**config.mk**
```make
export PLATFORM = sky130hd
export DESIGN_NAME = page_set_lru_priority_evict
export DESIGN_NICKNAME = d
export VERILOG_FILES = /design/src/hw/rtl/psle_pkg.sv /design/src/hw/rtl/psle_ctrl.sv /design/src/hw/rtl/psle_dp.sv /design/src/hw/rtl/page_set_lru_priority_evict.sv
export SDC_FILE = /design/constraint.sdc
export NUM_CORES = 2
export LEC_CHECK = 0
export BUFFER_PORTS_ARGS = -buffer_cell sky130_fd_sc_hd__buf_4
export CAP_MARGIN = 20
export CELL_PAD_IN_SITES_DETAIL_PLACEMENT = 1
export CELL_PAD_IN_SITES_GLOBAL_PLACEMENT = 1
export CORE_ASPECT_RATIO = 0.75
export CORE_UTILIZATION = 55
export CTS_CLUSTER_SIZE = 8
export DETAILED_ROUTE_END_ITERATION = 16
export GPL_ROUTABILITY_DRIVEN = 0
export PLACE_DENSITY_LB_ADDON = 0.12
export SYNTH_ARGS = -nofsm -noshare
export SYNTH_HDL_FRONTEND = slang
export SYNTH_SLANG_ARGS = --single-unit
```
**constraint.sdc**
```tcl
create_clock -name clk -period 15.2 [get_ports clk]
set_input_delay 2.28 -clock clk [delete_from_list [all_inputs] [get_ports clk]]
set_output_delay 2.28 -clock clk [all_outputs]
set_load 0.05 [all_outputs]
```
**src/hw/rtl/psle_pkg.sv**
```systemverilog
// Shared types, codes and defaults for the page set with LRU-priority eject.
package psle_pkg;

  localparam int SET_ENTRIES_DEF = 16;

  // Request kinds
  localparam logic [1:0] KIND_INSERT = 2'd0;
  localparam logic [1:0] KIND_REMOVE = 2'd1;
  localparam logic [1:0] KIND_SEARCH = 2'd2;
  localparam logic [1:0] KIND_EJECT  = 2'd3;

  // Result status codes
  localparam logic [1:0] ST_OK    = 2'd0;
  localparam logic [1:0] ST_MISS  = 2'd1;
  localparam logic [1:0] ST_FULL  = 2'd2;
  localparam logic [1:0] ST_EMPTY = 2'd3;

  // Entries of an eject may go stale once time + AGE_MARGIN < now
  localparam logic [32:0] AGE_MARGIN = 33'd2;

  typedef enum logic [1:0] {
    S_IDLE,
    S_SCAN,
    S_DRAIN,
    S_DECIDE
  } state_t;

  // Controller to datapath
  typedef struct packed {
    logic load;    // latch request, restart scan
    logic scan;    // issue one entry read
    logic decide;  // resolve request, update set, emit result
  } cmd_t;

  // Datapath to controller
  typedef struct packed {
    logic scan_last;  // read address is at the last entry
  } stat_t;

endpackage

```
**src/hw/rtl/psle_ctrl.sv**
```systemverilog
// Sequencing state machine for the page set: load, scan, drain, decide.
module psle_ctrl (
  input  logic            clk,
  input  logic            rst,
  input  logic            start,
  output logic            busy,
  output psle_pkg::cmd_t  cmd,
  input  psle_pkg::stat_t stat
);
  import psle_pkg::*;

  state_t state;
  state_t state_next;

  always_ff @(posedge clk) begin
    if (rst) begin
      state <= S_IDLE;
    end else begin
      state <= state_next;
    end
  end

  always_comb begin
    state_next = state;
    case (state)
      S_IDLE: begin
        if (start) state_next = S_SCAN;
      end
      S_SCAN: begin
        if (stat.scan_last) state_next = S_DRAIN;
      end
      S_DRAIN: begin
        state_next = S_DECIDE;
      end
      S_DECIDE: begin
        state_next = S_IDLE;
      end
      default: begin
        state_next = S_IDLE;
      end
    endcase
  end

  always_comb begin
    cmd  = '0;
    busy = 1'b1;
    case (state)
      S_IDLE: begin
        busy     = 1'b0;
        cmd.load = start;
      end
      S_SCAN: begin
        cmd.scan = 1'b1;
      end
      S_DRAIN: begin
      end
      S_DECIDE: begin
        cmd.decide = 1'b1;
      end
      default: begin
        busy = 1'b1;
      end
    endcase
  end

endmodule

```
**src/hw/rtl/psle_dp.sv**
```systemverilog
// Datapath of the page set: entry storage, scan compare stage and decision.
module psle_dp #(
  parameter int SET_ENTRIES = psle_pkg::SET_ENTRIES_DEF
) (
  input  logic            clk,
  input  logic            rst,
  input  psle_pkg::cmd_t  cmd,
  output psle_pkg::stat_t stat,
  input  logic [1:0]      kind,
  input  logic [31:0]     page_index,
  input  logic [31:0]     now_time,
  output logic            done,
  output logic [1:0]      status,
  output logic [31:0]     result_page
);
  import psle_pkg::*;

  localparam int AW = (SET_ENTRIES > 1) ? $clog2(SET_ENTRIES) : 1;
  localparam logic [AW-1:0] LAST_ADDR = AW'(SET_ENTRIES - 1);

  logic [31:0] page_mem [SET_ENTRIES];
  logic [31:0] time_mem [SET_ENTRIES];
  logic [SET_ENTRIES-1:0] valid;

  // Latched request
  logic [1:0]  req_kind;
  logic [31:0] req_page;
  logic [31:0] req_now;

  // Scan read stage
  logic [AW-1:0] rd_addr;
  logic          cmp_en;
  logic [AW-1:0] cmp_slot;
  logic          rd_vld;
  logic [31:0]   rd_page;
  logic [31:0]   rd_time;

  // Scan trackers
  logic          found;
  logic [AW-1:0] hit_slot;
  logic          free_found;
  logic [AW-1:0] free_slot;
  logic          any;
  logic [31:0]   lru_time;
  logic [31:0]   lru_page;
  logic [AW-1:0] lru_slot;
  logic [31:0]   big_page;
  logic [AW-1:0] big_slot;

  // Decision
  logic          stale;
  logic [1:0]    dec_status;
  logic [31:0]   dec_page;
  logic [AW-1:0] wr_addr;
  logic          page_we;
  logic          time_we;
  logic          set_v;
  logic          clr_v;

  assign stat.scan_last = (rd_addr == LAST_ADDR);

  always_ff @(posedge clk) begin
    if (cmd.load) begin
      req_kind <= kind;
      req_page <= page_index;
      req_now  <= now_time;
    end
  end

  always_ff @(posedge clk) begin
    if (rst) begin
      rd_addr <= '0;
      cmp_en  <= 1'b0;
    end else begin
      cmp_en <= cmd.scan;
      if (cmd.load) begin
        rd_addr <= '0;
      end else if (cmd.scan && !stat.scan_last) begin
        rd_addr <= rd_addr + 1'b1;
      end
    end
  end

  // Registered reads of one entry per cycle
  always_ff @(posedge clk) begin
    if (cmd.scan) begin
      rd_page  <= page_mem[rd_addr];
      rd_time  <= time_mem[rd_addr];
      rd_vld   <= valid[rd_addr];
      cmp_slot <= rd_addr;
    end
  end

  always_ff @(posedge clk) begin
    if (page_we) page_mem[wr_addr] <= req_page;
  end

  always_ff @(posedge clk) begin
    if (time_we) time_mem[wr_addr] <= req_now;
  end

  always_ff @(posedge clk) begin
    if (rst) begin
      found      <= 1'b0;
      free_found <= 1'b0;
      any        <= 1'b0;
    end else if (cmd.load) begin
      found      <= 1'b0;
      free_found <= 1'b0;
      any        <= 1'b0;
    end else if (cmp_en) begin
      if (rd_vld) begin
        any <= 1'b1;
        if (!found && rd_page == req_page) begin
          found    <= 1'b1;
          hit_slot <= cmp_slot;
        end
        // Oldest time wins, equal times go to the lower page index
        if (!any || rd_time < lru_time ||
            (rd_time == lru_time && rd_page < lru_page)) begin
          lru_time <= rd_time;
          lru_page <= rd_page;
          lru_slot <= cmp_slot;
        end
        if (!any || rd_page > big_page) begin
          big_page <= rd_page;
          big_slot <= cmp_slot;
        end
      end else if (!free_found) begin
        free_found <= 1'b1;
        free_slot  <= cmp_slot;
      end
    end
  end

  assign stale = ({1'b0, lru_time} + AGE_MARGIN) < {1'b0, req_now};

  always_comb begin
    dec_status = ST_OK;
    dec_page   = '0;
    wr_addr    = hit_slot;
    page_we    = 1'b0;
    time_we    = 1'b0;
    set_v      = 1'b0;
    clr_v      = 1'b0;
    case (req_kind)
      KIND_INSERT: begin
        if (found) begin
          time_we = cmd.decide;
        end else if (free_found) begin
          wr_addr = free_slot;
          page_we = cmd.decide;
          time_we = cmd.decide;
          set_v   = cmd.decide;
        end else begin
          dec_status = ST_FULL;
        end
      end
      KIND_REMOVE: begin
        if (found) begin
          clr_v = cmd.decide;
        end else begin
          dec_status = ST_MISS;
        end
      end
      KIND_SEARCH: begin
        if (found) begin
          time_we  = cmd.decide;
          dec_page = req_page;
        end else begin
          dec_status = ST_MISS;
        end
      end
      KIND_EJECT: begin
        if (!any) begin
          dec_status = ST_EMPTY;
        end else if (stale) begin
          wr_addr  = lru_slot;
          clr_v    = cmd.decide;
          dec_page = lru_page;
        end else if (req_page < big_page) begin
          wr_addr  = big_slot;
          clr_v    = cmd.decide;
          dec_page = big_page;
        end else begin
          dec_status = ST_MISS;
        end
      end
      default: begin
        dec_status = ST_MISS;
      end
    endcase
  end

  always_ff @(posedge clk) begin
    if (rst) begin
      valid <= '0;
    end else begin
      if (set_v) valid[wr_addr] <= 1'b1;
      if (clr_v) valid[wr_addr] <= 1'b0;
    end
  end

  always_ff @(posedge clk) begin
    if (rst) begin
      done <= 1'b0;
    end else begin
      done <= cmd.decide;
    end
  end

  always_ff @(posedge clk) begin
    if (cmd.decide) begin
      status      <= dec_status;
      result_page <= dec_page;
    end
  end

`ifndef SYNTHESIS
  a_drained: assert property (@(posedge clk) disable iff (rst)
    cmd.decide |-> !cmp_en)
    else $error("compare stage busy at decide");

  a_full_no_slot: assert property (@(posedge clk) disable iff (rst)
    (done && status == ST_FULL) |-> (!found && !free_found))
    else $error("full reported with a usable slot");

  a_page_zero: assert property (@(posedge clk) disable iff (rst)
    (done && status != ST_OK) |-> (result_page == '0))
    else $error("result page set on a failing request");

  a_refresh_count: assert property (@(posedge clk) disable iff (rst)
    (cmd.decide && req_kind == KIND_INSERT && found)
      |=> ($countones(valid) == $past($countones(valid))))
    else $error("refresh changed the number of entries");

  a_one_write: assert property (@(posedge clk) disable iff (rst)
    $onehot0({set_v, clr_v}) &&
      (!(set_v || clr_v || page_we || time_we) || cmd.decide))
    else $error("set update outside decide");
`endif

endmodule

```
**src/hw/rtl/page_set_lru_priority_evict.sv**
```systemverilog
// Top level of the page set with LRU-priority eject: controller and datapath.
//
// A request (kind, page_index, now_time) is taken at a rising edge with start
// high and busy low. The block then reads its SET_ENTRIES entries one per
// cycle through the single read port of the entry store, drains the compare
// stage and decides, with busy high all the while, until the decision is
// made. The result (status, result_page) is shown for exactly one
// cycle with done high, in the cycle right after busy falls, and a new request
// may be taken in that same cycle. The receiver cannot stall: sample the
// result whenever done is high. Insert refreshes a present page, fills the
// lowest free entry or reports full; eject removes the oldest page if it is
// stale, else the largest page if it exceeds the incoming index.
module page_set_lru_priority_evict #(
  parameter int SET_ENTRIES = psle_pkg::SET_ENTRIES_DEF
) (
  input  logic        clk,
  input  logic        rst,
  input  logic        start,
  output logic        busy,
  input  logic [1:0]  kind,
  input  logic [31:0] page_index,
  input  logic [31:0] now_time,
  output logic        done,
  output logic [1:0]  status,
  output logic [31:0] result_page
);
  import psle_pkg::*;

  cmd_t  cmd;
  stat_t stat;

  psle_ctrl u_ctrl (
    .clk   (clk),
    .rst   (rst),
    .start (start),
    .busy  (busy),
    .cmd   (cmd),
    .stat  (stat)
  );

  psle_dp #(
    .SET_ENTRIES (SET_ENTRIES)
  ) u_dp (
    .clk         (clk),
    .rst         (rst),
    .cmd         (cmd),
    .stat        (stat),
    .kind        (kind),
    .page_index  (page_index),
    .now_time    (now_time),
    .done        (done),
    .status      (status),
    .result_page (result_page)
  );

endmodule
```
# After elaboration in Yosys (flattened, before gate mapping)

Memories as Yosys holds them, arrays and structs flattened. A register that Yosys moved wholly into a read port is not among the register bits.
Index checks and enable logic that the tools add are counted.
W data, S select, Z words.

Flip-flop bits (word level): 244
Memories: 2
Output and inout port bits: 36
Logic and storage cells: 120
RAM bits: 1024

$add $sub $neg: 2
Equality and inequality tests: 11
Muxes and demuxes: 46
Reduce and logical (&&, ||, !) cells: 22
$lt $le $gt $ge: 8
Bitwise gates (word level): 7

Memories:

| memory        | words | width | rd ports | clocked after memory_dff | write ports | line          | text |
|---|---|---|---|---|---|---|---|
| u_dp.page_mem | 16    | 32    | 1        | 1                        | 1           | psle_dp.sv:21 | `logic [31:0] page_mem [SET_ENTRIES];` |
| u_dp.time_mem | 16    | 32    | 1        | 1                        | 1           | psle_dp.sv:22 | `logic [31:0] time_mem [SET_ENTRIES];` |

Operators with widths:

| kind                    | number |
|---|---|
| $mux W32                | 4 |
| $lt A32 B32 Y1          | 3 |
| $eq A32 B32 Y1          | 2 |
| $pmux W32 S2            | 1 |
| $mux W16                | 3 |
| $add A32 B2 Y33 const B | 1 |
| $lt A33 B32 Y1          | 1 |
| $gt A32 B32 Y1          | 1 |
| $mux W1                 | 20 |
| $mux W4                 | 5 |
| $reduce_and A5 Y1       | 4 |
| $and A16 B16 Y16        | 1 |
| $not A16 Y16            | 1 |
| $or A16 B16 Y16         | 1 |
| $mux W2                 | 6 |
| $lt A4 B5 Y1 const B    | 2 |
| $eq A2 B2 Y1 const B    | 4 |
| $pmux W2 S4             | 1 |
| $pmux W4 S2             | 1 |
| $pmux W2 S3             | 1 |
| $reduce_and A2 Y1       | 3 |
| $add A4 B1 Y4 const B   | 1 |
| $bmux W1 S4             | 1 |
| $demux W1 S4            | 1 |
| 13 further kinds        | 27 |

# Longest topological paths before layout

Depth in word-level cells: 14
Gate-level depth with buffers: 22

# Hierarchy

Synthesis repeated with hierarchy kept, for this count alone.

Cells, all modules: 2730
Area, all modules: 54031.8 um^2

By module, submodules not included:

| module    | area each (um^2) | cells an instance | instances |
|---|---|---|---|
| psle_dp   | 53842.9          | 2711              | 1 |
| psle_ctrl | 188.9            | 19                | 1 |

# Worst setup path after synthesis

No wires, ideal clock.

Path type: input to register
Start: input port start
End: register u_dp.lru_page[0], enable pin
Data required time: 14.612 ns
Arrival: 8.646 ns
Slack: 5.966 ns
Stages on the path: 8
Setup time: 0.588 ns
Buffers on the path: 0
Path through: inv_1 nor2_1 nor2_1 and3_1 nand4_1 nor2_1 o21ai_0 o21ai_0

RTL lines:

| what                 | line                              | text |
|---|---|---|
| from (decl)          | page_set_lru_priority_evict.sv:18 | `input logic start,` |
| to (signal assigned) | psle_dp.sv:122                    | `lru_page <= rd_page;` |
| to (decl)            | psle_dp.sv:45                     | `logic [31:0] lru_page;` |

# Worst setup path after layout

Start: register u_dp.lru_time[1]
End: memory u_dp.time_mem[11][25], enable pin

Cells in the longest elaborated chain, start to end: 5

Ends and longest elaborated chain:

| what                   | line           | text |
|---|---|---|
| from (decl)            | psle_dp.sv:44  | `logic [31:0] lru_time;` |
| from (signal assigned) | psle_dp.sv:121 | `lru_time <= rd_time;` |
| $add A32 B2 Y33        | psle_dp.sv:136 | `assign stale = ({1'b0, lru_time} + AGE_MARGIN) < {1'b0, req_now};` |
| $lt A33 B32 Y1         | psle_dp.sv:136 |  |
| $mux W4                | psle_dp.sv:177 | `end else if (stale) begin` |
| $mux W4                | psle_dp.sv:175 | `if (!any) begin` |
| $pmux W4 S2            | psle_dp.sv:146 | `case (req_kind)` |
| to (decl)              | psle_dp.sv:22  |  |

Every way passes these cells.

==> results.cfg <==
[timing]
setup_tns_ns = 0
hold_viol_final = 0
slew_violations = 0
period_share_pct = 49.2
period_minus_slack_ns = 7.47
fmax_mhz = 134
slew_headroom_pct = 25.4
rsz0062_at_grt = false
setup_viol_count_final = 0
holdWs_ns = 0.449
setup_ws_ns = 7.73
worst_pin_slew_ns = 1.12
clock_skew_ns = 0.0639

[yosys]
synth_edf_count = 1305
yosys-top-cells-count = edfxtp_1, mux4_2, ha_1
muxShareOfSynthArea_pct = 14.2
synth_top_area_cell = edfxtp_1
synth_top_family_by_area = multiplexers
async_flop_share_pct = 0
yosysUniqueCellTypes = 69
yosysWarnings = 0
synth_ff_type = edfxtp_1
synth_xor_area_share_pct = 1.04
synth_cells = 2668
synth.area.top_cells = edfxtp_1, mux4_2, ha_1
yosysMostFrequentCell = edfxtp_1
yosysTopAreaCellShare_pct = 72.5
yosys.area_share.simple_pct = 2.78
seq_area_frac_synth_pct = 73.5
syn_nets = 2905
synth_fa_ha_area_share_pct = 3.89
netlist_area_sq_um = 54000
avgSynthCellArea_sq_um = 20.3
synth_compound_area_share_pct = 2.87
synth-seq-cells = 1332

[layout]
drive_gt1_share_pct = 26.0
design_area_sq_um = 62500
fin_nets = 3187
area_delta_synth_final_pct = 15.6

[critical_path]
rrSetupSlack_ns = 7.73
reg2reg_to = u_dp.time_mem[11][25]$_DFFE_PP_
critPathCaptureType = register
critPathKind = reg2reg
cp-start-kind = register
cp_max_fo = 44
critical_path_required_ns = 15.61
reg2reg_from = u_dp.lru_time[1]$_DFFE_PP_
cp.arrival_ns = 7.88
rr_worst_depth = 20

[clocking]
postCtsHoldBufs = 0
clock_latency_ns = 0.81
cts_resized = 0
cts_root_buf = clkbuf_16
cts_sinks = 1332
post-cts-setup-buffers = 0
cts_tree = built
cts_made_buffers = 184
htreeDepth = 4
cts.path.max_buffers = 3
clkTransAtPathRegs_ns = 0.06

[run]
maxCapViolations = 0

[floorplanning]
rows = 99
ioPinCount = 105
initial_utilization_pct = 55.5
die_h_um = 273
die_area_sq_um = 99500
die_x_um = 364
core-area_sq_um = 97400

[placement]
io_buffers = 104
dpl_worst_slack_ns = 7.73
place_hpwl_um = 89600
dpl_cell_area_sq_um = 57200

[route]
wire_per_inst_um = 32.8
vias_per_cell = 6.52
final_antenna_net_count = 0
firstDrtPassIters = 7
wirelength_um = 142000
drtIter0Drc = 3363
vias = 28200
drc_errors = 0

[power_and_ir_drop]
vdd_drop_max_mv = 0.122
leakagePower_nw = 20.6
power_density_nw_per_um2 = 162

[min_path]
holdPathStages = 0
min_from = u_dp.rd_time[26]$_DFFE_PP_
min_to = u_dp.lru_time[26]$_DFFE_PP_
hold_path.class = reg2reg

[run_status]
outcome = complete, no violations

[global_routing]
grt_overflow_total = 0
antenna_found_initial = 13
grt_pass1_wl_um = 204000
grt_max_degree = 126
grt_usage_pct = 29.3
grt_pass1_vias = 28900
## layout by cell type, fill, tap and decap left out, types with 29 or more instances in the layout
master / instances
a21o_1: 31
a21oi_1: 44
buf_4: 163
clkbuf_1: 44
clkbuf_16: 187
edfxtp_1: 1305
ha_1: 166
inv_1: 144
mux2i_1: 36
mux4_2: 325
nand2_1: 67
nand4_1: 33
nor2_1: 44
o21ai_0: 59
xnor2_1: 29
xor2_1: 35
## final cells by class
type / instances / area, sq um
multi-input cells: 1100 / 13700
repair buffers: 188 / 1760
fillers: 8042 / 34900
clock inverters: 13 / 260
well taps: 1313 / 1640
diodes: 2 / 5.00
clock buffers: 231 / 4840
inverters: 144 / 541
flip-flops and latches: 1332 / 39700
## metrics by stage
| step | power [mW] | utilization (%) | instances |
|---|---|---|---|
| final | 10.1 | 64.2 | 4323 |
| after detailed placement | 6.45 | 58.7 | 4067 |
| after floorplan | 5.72 | - | 2668 |
| after CTS | 10.1 | 64.0 | 4311 |
| after global placement | 6.36 | 58.4 | 4054 |
| after global routing | 10.4 | 64.2 | 4321 |
## kinds of logic after synthesis
group	Yosys count
flops	1332
mux	361
simple gates	284
buf+inv	236
compound gates	223
fa+ha+maj	168
xor+xnor	64
## worst max-delay path by stage
| stage | from | endpoint | slack [ns] | cells past startpoint |
|---|---|---|---|---|
| final | u_dp.lru_time[1]$_DFFE_PP_ | u_dp.time_mem[11][25]$_DFFE_PP_ | 7.73 | 20 |
| after global routing | u_dp.lru_time[2]$_DFFE_PP_ | u_dp.time_mem[11][31]$_DFFE_PP_ | 7.31 | 20 |
| after CTS | u_dp.lru_time[2]$_DFFE_PP_ | u_dp.time_mem[8][19]$_DFFE_PP_ | 7.67 | 20 |
| after detailed placement | u_dp.lru_time[2]$_DFFE_PP_ | u_dp.time_mem[8][16]$_DFFE_PP_ | 7.73 | 20 |
| after global placement | u_dp.lru_time[1]$_DFFE_PP_ | u_dp.page_mem[14][2]$_DFFE_PP_ | 7.99 | 20 |
| after floorplan | start | u_dp.lru_page[0]$_DFFE_PP_ | 5.97 | 8 |
## sequential cells by signal, indices dropped and copies added, names as in the netlist, 16 cells and up
name,count
u_dp.page_mem,512
u_dp.time_mem,512
u_dp.big_page,32
u_dp.lru_page,32
u_dp.lru_time,32
u_dp.rd_page,32
u_dp.rd_time,32
u_dp.req_now,32
u_dp.req_page,32
u_dp.result_page,32
u_dp.valid,16
## per-layer routing
layer | global-route usage [%] | share of wire (%)
met1 | 47.8 | 45
met2 | 40.2 | 43
met3 | 6.61 | 11
met4 | 6.60 | 1.4
met5 | 0 | 0.029
## critical path, stage by stage, from the launching register on
cell	delay (ns)
edfxtp_1	0.40
ha_1	0.24
inv_1	0.07
or2_2	0.34
nor4_1	0.46
nand4_1	0.26
nor4_1	0.52
and3_1	0.34
nand4_1	0.14
xnor2_1	0.15
ha_1	0.29
nand3_1	0.15
o22ai_1	0.09
nor3_1	0.29
o211ai_2	0.17
nor3_4	0.23
buf_4	0.71
a31oi_2	0.37
o21ai_2	0.34
nand3_1	0.47
nor2_4	0.96
## power breakdown
group | switching (mW) | internal (mW) | total, mW
Clock | 1.50 | 2.20 | 3.70
Sequential | 0.311 | 4.44 | 4.76
Combinational | 0.980 | 0.663 | 1.64
(Power assumes the default switching activity.)
